**src/hw/rtl/bdgd_pkg.sv**
```systemverilog
// Shared types and constants for the button debounce / gesture detector.
// Holds configuration, state, poll and result structs and register indexes.
// No dependencies.
`default_nettype none

package bdgd_pkg;

  // Configuration register indexes
  typedef enum logic [2:0] {
    REG_DEBOUNCE_TIME  = 3'd0,
    REG_INVERT_INPUT   = 3'd1,
    REG_MUTED          = 3'd2,
    REG_CLICK_MAX_TIME = 3'd3,
    REG_GAP_MAX_TIME   = 3'd4,
    REG_CLICKS_NEEDED  = 3'd5,
    REG_HOLD_TIME      = 3'd6,
    REG_HOLD_REPEAT    = 3'd7
  } cfg_idx_t;

  localparam int unsigned CFG_DATA_W = 16;

  localparam logic [15:0] RST_DEBOUNCE_TIME = 16'd50;
  localparam logic [15:0] RST_GAP_MAX_TIME  = 16'd400;
  localparam logic [3:0]  RST_CLICKS_NEEDED = 4'd2;
  localparam logic [15:0] RST_HOLD_TIME     = 16'd1000;
  localparam logic [3:0]  CLICK_COUNT_MAX   = 4'd15;

  typedef struct packed {
    logic [15:0] debounce_time;
    logic        invert_input;
    logic        muted;
    logic [15:0] click_max_time;
    logic [15:0] gap_max_time;
    logic [3:0]  clicks_needed;
    logic [15:0] hold_time;
    logic        hold_repeat;
  } cfg_t;

  typedef struct packed {
    logic [15:0] integrator;
    logic        level;
    logic [31:0] unchanged_time;
    logic [31:0] time_now;
    logic [31:0] press_start;
    logic [31:0] last_click_time;
    logic [3:0]  click_count;
    logic        hold_sent;
  } state_t;

  typedef struct packed {
    logic        raw_level;
    logic [15:0] elapsed_ms;
  } poll_t;

  typedef struct packed {
    logic        stable;
    logic        level;
    logic        pushed;
    logic        released;
    logic        clicked;
    logic        multi_clicked;
    logic        held;
    logic [31:0] time_unchanged;
  } result_t;

endpackage

`default_nettype wire

```
**src/hw/rtl/bdgd_stream_if.sv**
```systemverilog
// Valid/ready stream channel with a typed payload.
// Payload type is a parameter; used with bdgd_pkg structs.
`default_nettype none

interface bdgd_stream_if #(
  parameter type payload_t = logic
);
  logic     valid;
  logic     ready;
  payload_t data;

  modport source (output valid, output data, input ready);
  modport sink   (input valid, input data, output ready);
endinterface

`default_nettype wire

```
**src/hw/rtl/button_debounce_gesture_detector_core.sv**
```systemverilog
// Top level of the button debounce / gesture detector.
// Depends on bdgd_pkg, bdgd_stream_if and bdgd_eval.
`default_nettype none

//  channel  dir  payload           transaction
//  -------  ---  ----------------  ------------------------------------
//  poll     in   poll_t            one button sample plus elapsed ms
//  result   out  result_t          exactly one result per poll
//  cfg_*    in   index + 16b data  register write when cfg_we is high
//
// One poll a cycle sustained while result ready stays high. An accepted poll
// goes through the input register, then the evaluator into the result
// register, whose valid then rises unless a full result register stalls.
// The state update and the result load share one edge, so each poll sees the
// state left by the one before it.
// Reset (rst, synchronous) clears state and loads register defaults.
// A stalled result holds; one further poll is taken into the input register.

module button_debounce_gesture_detector_core (
  input  wire                             clk,
  input  wire                             rst,
  input  wire                             cfg_we,
  input  bdgd_pkg::cfg_idx_t              cfg_index,
  input  wire [bdgd_pkg::CFG_DATA_W-1:0]  cfg_data,
  bdgd_stream_if.sink                     poll,
  bdgd_stream_if.source                   result
);
  import bdgd_pkg::*;

  cfg_t    cfg;
  state_t  state;
  state_t  state_next;
  result_t res_next;

  logic    s1_valid;
  poll_t   s1_poll;
  logic    res_valid;
  result_t res_data;
  logic    load_out;
  logic    poll_take;

  // result register frees when empty or drained this cycle
  assign load_out   = s1_valid && (!res_valid || result.ready);
  assign poll.ready = !s1_valid || load_out;
  assign poll_take  = poll.valid && poll.ready;

  assign result.valid = res_valid;
  assign result.data  = res_data;

  bdgd_eval u_eval (
    .cfg        (cfg),
    .state_cur  (state),
    .poll       (s1_poll),
    .state_next (state_next),
    .res        (res_next)
  );

  // control, state and configuration
  always_ff @(posedge clk) begin
    if (rst) begin
      s1_valid             <= 1'b0;
      res_valid            <= 1'b0;
      state                <= '0;
      cfg.debounce_time    <= RST_DEBOUNCE_TIME;
      cfg.invert_input     <= 1'b0;
      cfg.muted            <= 1'b0;
      cfg.click_max_time   <= 16'd0;
      cfg.gap_max_time     <= RST_GAP_MAX_TIME;
      cfg.clicks_needed    <= RST_CLICKS_NEEDED;
      cfg.hold_time        <= RST_HOLD_TIME;
      cfg.hold_repeat      <= 1'b0;
    end else begin
      if (poll_take) begin
        s1_valid <= 1'b1;
      end else if (load_out) begin
        s1_valid <= 1'b0;
      end

      if (load_out) begin
        res_valid <= 1'b1;
        state     <= state_next;
      end else if (result.ready) begin
        res_valid <= 1'b0;
      end

      if (cfg_we) begin
        case (cfg_index)
          REG_DEBOUNCE_TIME:  cfg.debounce_time  <= cfg_data;
          REG_INVERT_INPUT:   cfg.invert_input   <= cfg_data[0];
          REG_MUTED:          cfg.muted          <= cfg_data[0];
          REG_CLICK_MAX_TIME: cfg.click_max_time <= cfg_data;
          REG_GAP_MAX_TIME:   cfg.gap_max_time   <= cfg_data;
          REG_CLICKS_NEEDED:  cfg.clicks_needed  <= cfg_data[3:0];
          REG_HOLD_TIME:      cfg.hold_time      <= cfg_data;
          REG_HOLD_REPEAT:    cfg.hold_repeat    <= cfg_data[0];
          default: ;
        endcase
      end
    end
  end

  // payload registers
  always_ff @(posedge clk) begin
    if (poll_take) begin
      s1_poll <= poll.data;
    end
    if (load_out) begin
      res_data <= res_next;
    end
  end

`ifndef ASSERT_OFF
  a_muted_time_frozen: assert property (@(posedge clk) disable iff (rst)
    (load_out && cfg.muted) |=> $stable(state.time_now))
    else $error("time base moved on a muted poll");

  a_unstable_quiet: assert property (@(posedge clk) disable iff (rst)
    (res_valid && !res_data.stable) |->
      !(res_data.pushed || res_data.released || res_data.clicked ||
        res_data.multi_clicked || res_data.held))
    else $error("event on an unstable poll");

  a_click_on_release: assert property (@(posedge clk) disable iff (rst)
    (res_valid && res_data.clicked) |-> res_data.released)
    else $error("click without release");

  a_multi_needs_click: assert property (@(posedge clk) disable iff (rst)
    (res_valid && res_data.multi_clicked) |-> res_data.clicked)
    else $error("multi-click without click");

  a_hold_while_pressed: assert property (@(posedge clk) disable iff (rst)
    (res_valid && res_data.held) |-> (res_data.level && state.hold_sent))
    else $error("hold fired while not pressed");

  a_load_gives_result: assert property (@(posedge clk) disable iff (rst)
    load_out |=> res_valid)
    else $error("result lost after evaluation");
`endif

endmodule

`default_nettype wire

```
**src/hw/rtl/bdgd_eval.sv**
```systemverilog
// Single-poll evaluator: integrator, debounce, hold/click/N-click chain.
// Pure combinational next-state and result logic. Depends on bdgd_pkg.
`default_nettype none

module bdgd_eval (
  input  bdgd_pkg::cfg_t    cfg,
  input  bdgd_pkg::state_t  state_cur,
  input  bdgd_pkg::poll_t   poll,
  output bdgd_pkg::state_t  state_next,
  output bdgd_pkg::result_t res
);
  import bdgd_pkg::*;

  logic        val;
  logic [31:0] time_next;
  logic [16:0] integ_sum;
  logic [15:0] integ_next;
  logic        is_stable;
  logic        changed;
  logic [31:0] ut_base;
  logic [32:0] ut_sum;
  logic [31:0] ut_next;
  logic        hold_fire;
  logic        hold_clear;
  logic [31:0] press_dur;
  logic        click_ok;
  logic [31:0] gap;
  logic [3:0]  cnt_base;
  logic [3:0]  cnt_inc;

  assign val       = poll.raw_level ^ cfg.invert_input;
  assign time_next = state_cur.time_now + {16'd0, poll.elapsed_ms};

  // saturating integrator, clamps to full scale on the way up
  assign integ_sum = {1'b0, state_cur.integrator} + {1'b0, poll.elapsed_ms};
  always_comb begin
    if (val) begin
      integ_next = (integ_sum < {1'b0, cfg.debounce_time}) ? integ_sum[15:0]
                                                           : cfg.debounce_time;
    end else begin
      integ_next = (state_cur.integrator > poll.elapsed_ms)
                   ? (state_cur.integrator - poll.elapsed_ms) : 16'd0;
    end
  end

  assign is_stable = (integ_next == 16'd0) || (integ_next == cfg.debounce_time);
  assign changed   = val ^ state_cur.level;

  assign ut_base = changed ? 32'd0 : state_cur.unchanged_time;
  assign ut_sum  = {1'b0, ut_base} + {17'd0, poll.elapsed_ms};
  assign ut_next = ut_sum[32] ? 32'hFFFF_FFFF : ut_sum[31:0];

  assign hold_fire  = val && (ut_next >= {16'd0, cfg.hold_time}) &&
                      (!state_cur.hold_sent || cfg.hold_repeat);
  assign hold_clear = !val && state_cur.hold_sent;

  assign press_dur = time_next - state_cur.press_start;
  assign click_ok  = (cfg.click_max_time == 16'd0) ||
                     (press_dur < {16'd0, cfg.click_max_time});

  assign gap      = time_next - state_cur.last_click_time;
  assign cnt_base = (gap > {16'd0, cfg.gap_max_time}) ? 4'd0 : state_cur.click_count;
  assign cnt_inc  = (cnt_base < CLICK_COUNT_MAX) ? (cnt_base + 4'd1) : cnt_base;

  always_comb begin
    state_next = state_cur;
    res        = '0;
    if (!cfg.muted) begin
      state_next.time_now   = time_next;
      state_next.integrator = integ_next;
      if (is_stable) begin
        res.stable                = 1'b1;
        state_next.unchanged_time = ut_next;
        state_next.level          = val;
        res.pushed                = val && !state_cur.level;
        res.released              = !val && state_cur.level;
        if (hold_fire) begin
          state_next.hold_sent = 1'b1;
          res.held             = 1'b1;
        end
        if (hold_clear) begin
          state_next.hold_sent = 1'b0;
        end else if (changed) begin
          if (val) begin
            state_next.press_start = time_next;
          end else if (click_ok) begin
            res.clicked                = 1'b1;
            state_next.last_click_time = time_next;
            if (cnt_base == 4'd0) begin
              state_next.click_count = 4'd1;
            end else if (cnt_inc == cfg.clicks_needed) begin
              state_next.click_count = 4'd0;
              res.multi_clicked      = 1'b1;
            end else begin
              state_next.click_count = cnt_inc;
            end
          end
        end
      end
    end
    res.level          = state_next.level;
    res.time_unchanged = state_next.unchanged_time;
  end

endmodule

`default_nettype wire

```
**src/flat_wrapper.sv**
```systemverilog
// flat-port wrapper written by rule: the top's interface ports become plain ports
module button_debounce_gesture_detector_core_flat import bdgd_pkg::*;
  (clk, rst, cfg_we, cfg_index, cfg_data, poll_valid, poll_data, poll_ready, result_valid, result_data, result_ready);
  bdgd_stream_if #(.payload_t(poll_t)) poll_i ();
  bdgd_stream_if #(.payload_t(result_t)) result_i ();
  input  wire clk;
  input  wire rst;
  input  wire cfg_we;
  input  bdgd_pkg::cfg_idx_t cfg_index;
  input  wire [bdgd_pkg::CFG_DATA_W-1:0] cfg_data;
  input wire logic [$bits(poll_i.valid)-1:0] poll_valid;
  input wire logic [$bits(poll_i.data)-1:0] poll_data;
  output wire logic [$bits(poll_i.ready)-1:0] poll_ready;
  output wire logic [$bits(result_i.valid)-1:0] result_valid;
  output wire logic [$bits(result_i.data)-1:0] result_data;
  input wire logic [$bits(result_i.ready)-1:0] result_ready;
  assign poll_i.valid = poll_valid;
  assign poll_i.data = poll_data;
  assign poll_ready = poll_i.ready;
  assign result_valid = result_i.valid;
  assign result_data = result_i.data;
  assign result_i.ready = result_ready;
  button_debounce_gesture_detector_core u_core (.clk(clk), .rst(rst), .cfg_we(cfg_we), .cfg_index(cfg_index), .cfg_data(cfg_data), .poll(poll_i), .result(result_i));
endmodule
```
**config.mk**
```make
export PLATFORM = sky130hd
export DESIGN_NAME = button_debounce_gesture_detector_core_flat
export DESIGN_NICKNAME = d
export VERILOG_FILES = /design/src/hw/rtl/bdgd_pkg.sv /design/src/hw/rtl/bdgd_stream_if.sv /design/src/hw/rtl/button_debounce_gesture_detector_core.sv /design/src/hw/rtl/bdgd_eval.sv /design/src/flat_wrapper.sv
export SDC_FILE = /design/constraint.sdc
export NUM_CORES = 1
export LEC_CHECK = 0
export ABC_AREA = 1
export BUFFER_PORTS_ARGS = -buffer_cell sky130_fd_sc_hd__buf_4
export CAP_MARGIN = 40
export CORE_MARGIN = 2
export CORE_UTILIZATION = 40
export DETAILED_ROUTE_END_ITERATION = 10
export PLACE_DENSITY_LB_ADDON = 0.15
export SYNTH_ARGS = -nofsm -noshare
export SYNTH_HDL_FRONTEND = slang
export SYNTH_SLANG_ARGS = --single-unit
```
**constraint.sdc**
```tcl
create_clock -name clk -period 5.8 [get_ports clk]
set_input_delay 1.16 -clock clk [delete_from_list [all_inputs] [get_ports clk]]
set_output_delay 1.16 -clock clk [all_outputs]
set_load 0.03 [all_outputs]
```
==> Word level (Yosys, flattened, before mapping) <==
Index checks and enable logic that the tools add are counted.
Widths: inputs -> output; s select.
{ "word_totals": {"regBits": 279, "in_bits": 41, "out_inout_bits": 41, "wordCells": 125} }
{ "op_classes": {"n_addsub": 7, "magnitude_cmp": 6, "n_eq_ne": 9, "n_mux": 28, "bitwise": 8, "n_reduce_logical": 39} }
{ "ops": {"columns": ["op", "n"], "rows": [
  ["$mux 68", 2],
  ["$mux 134", 1],
  ["$mux 32", 3],
  ["$mux 36", 2],
  ["$mux 69", 1],
  ["$sub 32x32->32", 2],
  ["$mux 16", 3],
  ["$add 32x16->33", 1],
  ["$mux 33", 1],
  ["$add 32x16->32", 1],
  ["$ge 32x16->1", 1],
  ["$gt 32x16->1", 1],
  ["$logic_not 16->1", 2],
  ["$lt 32x16->1", 1],
  ["$reduce_and 2->1", 9],
  ["$add 16x16->17", 1],
  ["$lt 17x16->1", 1],
  ["$eq 16x16->1", 1],
  ["$gt 16x16->1", 1],
  ["$mux 4", 4],
  ["$sub 16x16->16", 1],
  ["$eq 3x3->1 const B", 4],
  ["$mux 1", 10],
  ["$logic_and 1x1->1", 7],
  ["other kinds (19)", 36]
]} }

==> Longest topological paths before layout <==
Gate-level depths: netlist (run 1).
{ "logic_depth": {"depth_word": 15, "depth_mapped": 46, "mapped_depth_nobuf": 46} }

==> By module <==
From an unflattened synthesis (run 1), not the netlist that was laid out.
{ "unflattened": {"cells_unflattened": 3991, "area_unflattened_um2": 24618.6} }
{ "by_module_without_submodules": {"columns": ["module", "instances", "cells_each", "area_per_inst_um2", "seq_area_each_um2"], "rows": [
  ["bdgd_eval", 1, 2704, 13938.4, 0.0],
  ["button_debounce_gesture_detector_core", 1, 1287, 10680.2, 6145.9]
]} }

==> Least setup slack after synthesis (run 1) <==
OpenSTA, ideal clock, no wires.
{ "synth_path": {"kind": "register to register", "from": "register u_core.s1_poll[0] (netlist name)", "to": "register u_core.res_data, in the netlist u_core.result.data[33], data pin", "setup_time_ps": 267, "arrival_time_ps": 5812, "slack_ps": -278, "stages_incl_launch_ff": 42, "n_path_buf": 0, "synth_period_minus_slack_ps": 6078, "path_cell_list": "edfxtp_1 ha_1 fa_1 nand2_1 clkinv_1 nand2_1 nand2_1 a31oi_1 o21ai_1 a21boi_0 o21ai_1 a21boi_0 xnor2_1 ha_1 nand2_1 inv_1 nand2_1 nand2_1 [... 6 more ...] nand3_1 nand2_1 nand2_1 nor2_1 nand3_1 nor2_1 nand4_1 nor2_2 nand2_1 inv_1 ha_1 nand4_1 nand2_1 nand3_1 nand2_1 nor2_1 nand2_1 nor3_1"} }
{ "synth_between": {"elab_chain_len": 8, "word_cells_on_any_way": 26, "classes_between": "add/sub (6); order compare (5); eq/ne (2); mux (6); bitwise (2); reduce/logical (5)"} }
{ "synth_lines": {"columns": ["element", "line_no", "rtl"], "rows": [
  ["from (decl)", "button_debounce_gesture_detector_core.sv:36", "poll_t s1_poll;"],
  ["from (signal assigned)", "button_debounce_gesture_detector_core.sv:105", "s1_poll <= poll.data;"],
  ["$add 32x16->32 *", "bdgd_eval.sv:32", "assign time_next = state_cur.time_now + {16'd0, poll.elapsed_ms};"],
  ["named net u_core.u_eval.time_next[14]", "bdgd_eval.sv:15", "logic [31:0] time_next;"],
  ["$sub 32x32->32", "bdgd_eval.sv:61", "assign gap = time_next - state_cur.last_click_time;"],
  ["$gt 32x16->1", "bdgd_eval.sv:62", "assign cnt_base = (gap > {16'd0, cfg.gap_max_time}) ? 4'd0 : state_cur.click_count;"],
  ["$mux 4", "bdgd_eval.sv:62", null],
  ["$add 4x1->4 or $lt 4x4->1 (tied branches)", "bdgd_eval.sv:63", "assign cnt_inc = (cnt_base < CLICK_COUNT_MAX) ? (cnt_base + 4'd1) : cnt_base;"],
  ["$mux 4", "bdgd_eval.sv:63", null],
  ["$eq 4x4->1", "bdgd_eval.sv:91", "end else if (cnt_inc == cfg.clicks_needed) begin"],
  ["$mux 1", "bdgd_eval.sv:91", null],
  ["to (signal assigned)", "button_debounce_gesture_detector_core.sv:108", "res_data <= res_next;"],
  ["to (decl)", "button_debounce_gesture_detector_core.sv:38", "result_t res_data;"]
]} }
Mark *: on every way through the listed nets, which the timed path passes. The rest lies on a longest branch.
A chain may end at the register's enable or synchronous reset.

==> Worst setup path after layout (run 1) <==
Same ends and word-level chain as after synthesis.

==> results.toml, run 1 <==
[setup_path]
endpoint = "u_core.result.data[33]"
cp_common_cell = "nand2_2"
arrival_ns = 6.49
cp-startpoint = "u_core.s1_poll[0]"
criticalPathCategory = "reg2reg"
endpoint_kind = "register"
r2r_slack_ns = -0.29
reg2reg_to = "u_core.result.data[33]"
timing.rr.start = "u_core.s1_poll[0]"
cpPeakStageDelay_ns = 0.40
cp_max_fo = 5
crit_slowest_cell = "edfxtp_1"
crit_required_ns = 6.20
critPathLaunchType = "register"
rr_worst_depth = 43

[grt]
gr-total-overflow = 0
first_global_vias = 21266
antenna_found_initial = 1
grtUsageTotal_pct = 25.55
grt_max_degree = 84
grt_pass1_wl_um = 114300

[drt]
drc_errors = 0
dr.pass1.iters = 6
via_per_inst = 5.026
wl_per_cell_um = 16.54
drt.antenna.violating_nets = 0
initialDrtViolationCount = 1426
routed_wl_um = 73620
vias = 22375

[place]
gp_congestion = 0.9545
place_inst = 4362
io_buffers = 81
dp_hpwl_um = 57330
place_area_mm2 = 0.02525

[cts]
cts_tree = "built"
numCtsBuffers = 35
htree_levels = 2
cts.path.max_buffers = 3
cts.sinks = 279
path_clk_slew_ns = 0.06
root_buffer = "clkbuf_16"
clk_latency_ns = 0.56
postCtsHoldBufs = 0

[yosys]
synth_edf_count = 56
ys_warn_count = 0
syn_nets = 3635
syn_area_per_cell_um2 = 6.486
ys_ff_latch = 279
seq_area_frac_synth_pct = 27.90
synthArstFlopShare_pct = 0
synth_area_mm2 = 0.02203
ys_types = 62
syn_inst = 3396
ys.flop_type = "dfxtp_1"

[cells_and_area]
stdcell_area_mm2 = 0.02724
fin_cells = 4452
layout.nets = 3960
final_core_util_pct = 49.74
syn_to_final_growth_pct = 23.68
layout-drive-gt1-share_pct = 15.93

[timing]
final.min_clock_period_ns = 6.090
fmax_mhz = 164.2
hold_viol_final = 0
holdWs_ns = 0.4620
slew_headroom_pct = 39.75
rsz0062_at_grt = "yes"
worst-slew-pin-transition_ns = 0.9028
fin_skew_ns = 0.03809
setup_viol = 5
layout_setup_ws_ns = -0.2897
drv_slew = 0
fin_crit_sh_pct = 105.0

[floorplanning]
die_x_um = 238.7
die_y_um = 238.7
core_mm2 = 0.05477
die-area_mm2 = 0.05696
io_pins = 82
start_util_pct = 40.22
row_count = 86

[status]
violations = "setup timing"
status = "finished with violations"

[worst_hold_path]
hp-class = "reg2reg"

[pwr]
design_power_total_mw = 7.846
peakVddDrop_v = 0.0002074
p_per_area_mw_per_mm2 = 288.0
leakage_nw = 14.19

[flow_run]
cap_viol_max_count = 0
## placed cells by master, fill, tap and decap left out, types with 22 or more instances in the layout
master and n:
nand2_2 27, o21bai_1 42, o211ai_1 22, inv_1 532
nand3_1 228, clkbuf_16 40, buf_4 367, nor2_1 407
dfxtp_1 223, xnor2_1 22, ha_1 181, nand2_1 803
edfxtp_1 56, nor3_1 38, xor2_1 73, nand4_1 32
a21oi_1 230, o21ai_0 171
## per-stage QoR
step           setup slack, ns  TNS (ns)
5_1_grt                -0.7671    -8.601
2_1_floorplan         -0.04336  -0.04336
3_3_place_gp           -0.5699    -4.326
3_5_place_dp           -0.6551    -7.034
4_1_cts                -0.1616   -0.7345
6_report               -0.2897    -1.398
## per-layer routing
| metal | part of all wire, % | wire length [µm] | up-vias | GRT usage (%) |
|---|---|---|---|---|
| met3 | 4.6 | 3411 | 114 | 3.245 |
| met1 | 46 | 33920 | 10225 | 33.80 |
| li1 | - | - | 11548 | - |
| met4 | 3.0 | 2202 | 0 | 8.258 |
| met2 | 46 | 34080 | 488 | 43.08 |
| met5 | 0 | 0 | - | 0 |
## layout make-up
cell class / instances / area [µm²]
fillers: 5737 / 27530
repair buffers: 384 / 3079
inverters: 553 / 2083
flip-flops and latches: 279 / 6146
well taps: 704 / 880.8
multi-input cells: 2468 / 13840
clock buffers: 40 / 935.9
clock inverters: 23 / 272.8
diodes: 1 / 2.502
## state kept, by name (all words and copies together) (netlist names)
signal,flops
u_core.state,150
u_core.cfg,71
u_core.result.data,39
u_core.s1_poll,17
u_core.result.valid,1
u_core.s1_valid,1
## synthesized netlist by cell type, types with 6 or more instances
cell	number	share of area [%]
nand2_1	826	14
inv_1	538	9.2
nor2_1	418	7.1
a21oi_1	244	5.5
nand3_1	232	5.3
dfxtp_1	223	20
ha_1	192	11
o21ai_0	176	4.0
xor2_1	78	3.1
clkbuf_1	57	0.97
edfxtp_1	56	7.6
nor3_1	45	1.0
o21bai_1	43	1.5
nand4_1	32	0.91
xnor2_1	25	0.99
buf_2	22	0.50
o211ai_1	22	0.75
nand3_2	15	0.68
nand3b_1	14	0.48
a21o_1	12	0.41
inv_2	12	0.20
nor4_1	9	0.26
a31oi_1	8	0.23
buf_6	8	0.41
fa_1	6	0.55
nand2_2	6	0.17
o21a_1	6	0.20
o21ai_1	6	0.14
## cell families after synthesis
family | share of synthesized area, %
and+or+nand+nor | 30.88
buffers and inverters | 11.59
xor gates and xnor gates | 4.096
AOI/OAI and AO/OA | 14.08
DFF | 27.90
adders and majority gates | 11.45
## repair_timing
| action | 4_1_cts | 5_1_grt |
|---|---|---|
| gates resized for setup | 31 | 81 |
| pin swaps | 16 | 22 |
| hold endpoints to repair | 0 | 0 |
| endpoints found under the setup margin | 37 | 138 |
| gates cloned | 0 | 4 |
| setup buffers | 13 | 9 |
## power by group
part / total [mW] / switching [mW] / internal (mW)
clock: 2.33 / 0.934 / 1.39
combinational: 3.38 / 1.99 / 1.39
sequential: 2.14 / 0.0678 / 2.07
total: 7.85 / 2.99 / 4.85
## worst max-delay path, delay by kind of cell (launching register included)
| kind | cells | cell delay (ns) |
|---|---|---|
| flops | 1 | 0.40 |
| xor+xnor | 2 | 0.31 |
| simple gates | 23 | 2.33 |
| fa+ha+maj | 5 | 1.28 |
| buf+inv | 3 | 0.20 |
| compound gates | 10 | 1.44 |
## worst min path at each step
stage / slack (ns) / endpoint / cells after the start / startpoint
after floorplan: 0.44 / u_core.cfg[11] / 2 / u_core.cfg[11]
after global placement: 0.45 / u_core.cfg[24] / 2 / u_core.cfg[24]
after detailed placement: 0.45 / u_core.cfg[27] / 2 / u_core.cfg[27]
after CTS: 0.46 / u_core.cfg[27] / 2 / u_core.cfg[27]
after global routing: 0.49 / u_core.cfg[23] / 2 / u_core.cfg[23]
final: 0.46 / u_core.cfg[23] / 2 / u_core.cfg[23]
Power figures use the tool's default switching activity.
==> inputs of run 2 (changes only) <==
PLACE_DENSITY = 0.62   (was default)
PLACE_DENSITY_LB_ADDON = default   (was 0.15)
==> run 2 against run 1 <==
Effect of this change: the flow still finishes with violations (setup timing); first-iteration DRC count up 17%; fmax fell by 2.3%; critical path depth grew 1; largest cell class unchanged; largest power group unchanged.
==> results.toml, run 2 (synthesis results as in run 1) <==
[pwr]
peakVddDrop_v = 0.0002392
pwr-share-seq_pct = 27.1
p_per_area_mw_per_mm2 = 285.8
p_clk_share_pct = 29.6
switching_share_pct = 38.04
design_power_total_mw = 7.894
p_int_mw = 4.891
combPwrFrac_pct = 43.2
leakage_nw = 14.16
p_sw_mw = 3.003

[drt]
drc_errors = 0
wl_per_cell_um = 16.61
via_per_inst = 5.076
drt.antenna.violating_nets = 0
dr.pass1.iters = 5
routed_wl_um = 73910
vias = 22583
initialDrtViolationCount = 1665

[setup_path]
endpoint_kind = "register"
cp_common_cell = "nand2_1"
critPathLaunchType = "register"
cpPeakStageDelay_ns = 0.40
timing.rr.start = "u_core.s1_poll[0]"
crit_slowest_cell = "edfxtp_1"
cp-startpoint = "u_core.s1_poll[0]"
cp_max_fo = 5
crit_required_ns = 6.08
criticalPathCategory = "reg2reg"
arrival_ns = 6.52

[floorplanning]
die-area_mm2 = 0.05696
die_y_um = 238.7
row_count = 86
io_pins = 82
die_x_um = 238.7
core_mm2 = 0.05477
start_util_pct = 40.22

[flow_run]
cap_viol_max_count = 0

[place]
io_buffers = 81
dp_hpwl_um = 55620
dp_slack_ns = -0.7687
place_area_mm2 = 0.02504
gp_congestion = 0.9762

[cells_and_area]
largest_reg_flops = 150
stdcell_area_mm2 = 0.02762
regMostFlops = "u_core.state"
layout-drive-gt1-share_pct = 17.79
final_core_util_pct = 50.42
seqCellArea_mm2 = 0.006146
n_fill_cell = 5508
final_common_cell = "nand2_1"
layout_common_cells = "775 x nand2_1, 525 x inv_1, 387 x nor2_1"
layout.nets = 3957
syn_to_final_growth_pct = 25.39
multi_input_area_mm2 = 0.01421

[timing]
setup_viol = 5
fin_skew_ns = 0.03482
hold_viol_final = 0
fmax_mhz = 160.4
worst-slew-pin-transition_ns = 0.8243
rsz0062_at_grt = "yes"
drv_slew = 0
final.min_clock_period_ns = 6.236
fin_crit_sh_pct = 107.5
layout_setup_ws_ns = -0.4356
slew_headroom_pct = 44.92

[status]
status = "finished with violations"
violations = "setup timing"

[grt]
antenna_found_initial = 2
grtUsageTotal_pct = 25.16
grt_max_degree = 145
grt_pass1_wl_um = 112700
first_global_vias = 21010
gr-total-overflow = 0

[cts]
cts.sinks = 279
htree_levels = 2
root_buffer = "clkbuf_16"
cts_tree = "built"
path_clk_slew_ns = 0.06
postCtsHoldBufs = 0
clk_latency_ns = 0.57
numCtsBuffers = 35
cts.path.max_buffers = 3

[worst_hold_path]
hp-class = "reg2reg"
min_from = "u_core.cfg[24]"
==> run 2: power groups by stage <==
stage | Clock (mW) | Combinational (mW) | Sequential [mW]
after floorplan | 0 | 2.00 | 2.20
after global placement | 0 | 3.11 | 2.18
final | 2.34 | 3.41 | 2.14
after global routing | 2.46 | 3.79 | 2.15
after detailed placement | 0 | 3.12 | 2.18
after CTS | 2.39 | 3.23 | 2.14
==> run 2: cell type report <==
cell class                 count  share of cell area, %
antenna                        2                0.01812
timing repair buffer         380                  11.12
multi-input combinational   2469                  51.47
tap                          704                  3.189
sequential                   279                  22.25
clock inverter                14                 0.6297
inverter                     553                  7.566
clock buffer                  48                  3.760
==> run 2: final timing paths <==
| path | slack, ns | endpoint | cells after the start |
|---|---|---|---|
| max | -0.44 | u_core.result.data[33] | 44 |
| max reg2reg | -0.44 | u_core.result.data[33] | 44 |
| min | 0.47 | u_core.cfg[24] | 2 |
| min reg2reg | 0.47 | u_core.cfg[24] | 2 |
==> run 2: worst max-delay path: cells and delay by family (launching register included) <==
family,cells,cell delay (ns)
and+or+nand+nor,23,2.08
DFF,1,0.40
adders and majority gates,5,1.43
AOI/OAI and AO/OA,9,1.33
buffers and inverters,5,0.49
xor gates and xnor gates,2,0.23
==> run 2: timing repair <==
action | in CTS | in global routing
pin swaps | 27 | 99
buffers inserted | 23 | 30
setup endpoints to repair | 37 | 46
gates cloned | 3 | 4
gates resized for setup | 41 | 193
==> run 2: metal layers <==
metal,up-vias,wire (µm),track usage [%]
li1,11538,-,-
met5,-,0,0
met3,120,3808,3.176
met1,10361,34040,33.53
met2,564,33540,41.57
met4,0,2524,9.318
==> run 2: metrics by stage <==
stage,instances,hold slack [ns],setup TNS [ns]
6_report,4449,0.4667,-1.852
5_1_grt,4448,0.4874,-8.968
4_1_cts,4421,0.4650,-1.217
3_5_place_dp,4334,0.4540,-11.15
3_3_place_gp,4333,0.4545,-8.443
2_1_floorplan,3396,0.4353,-0.04336
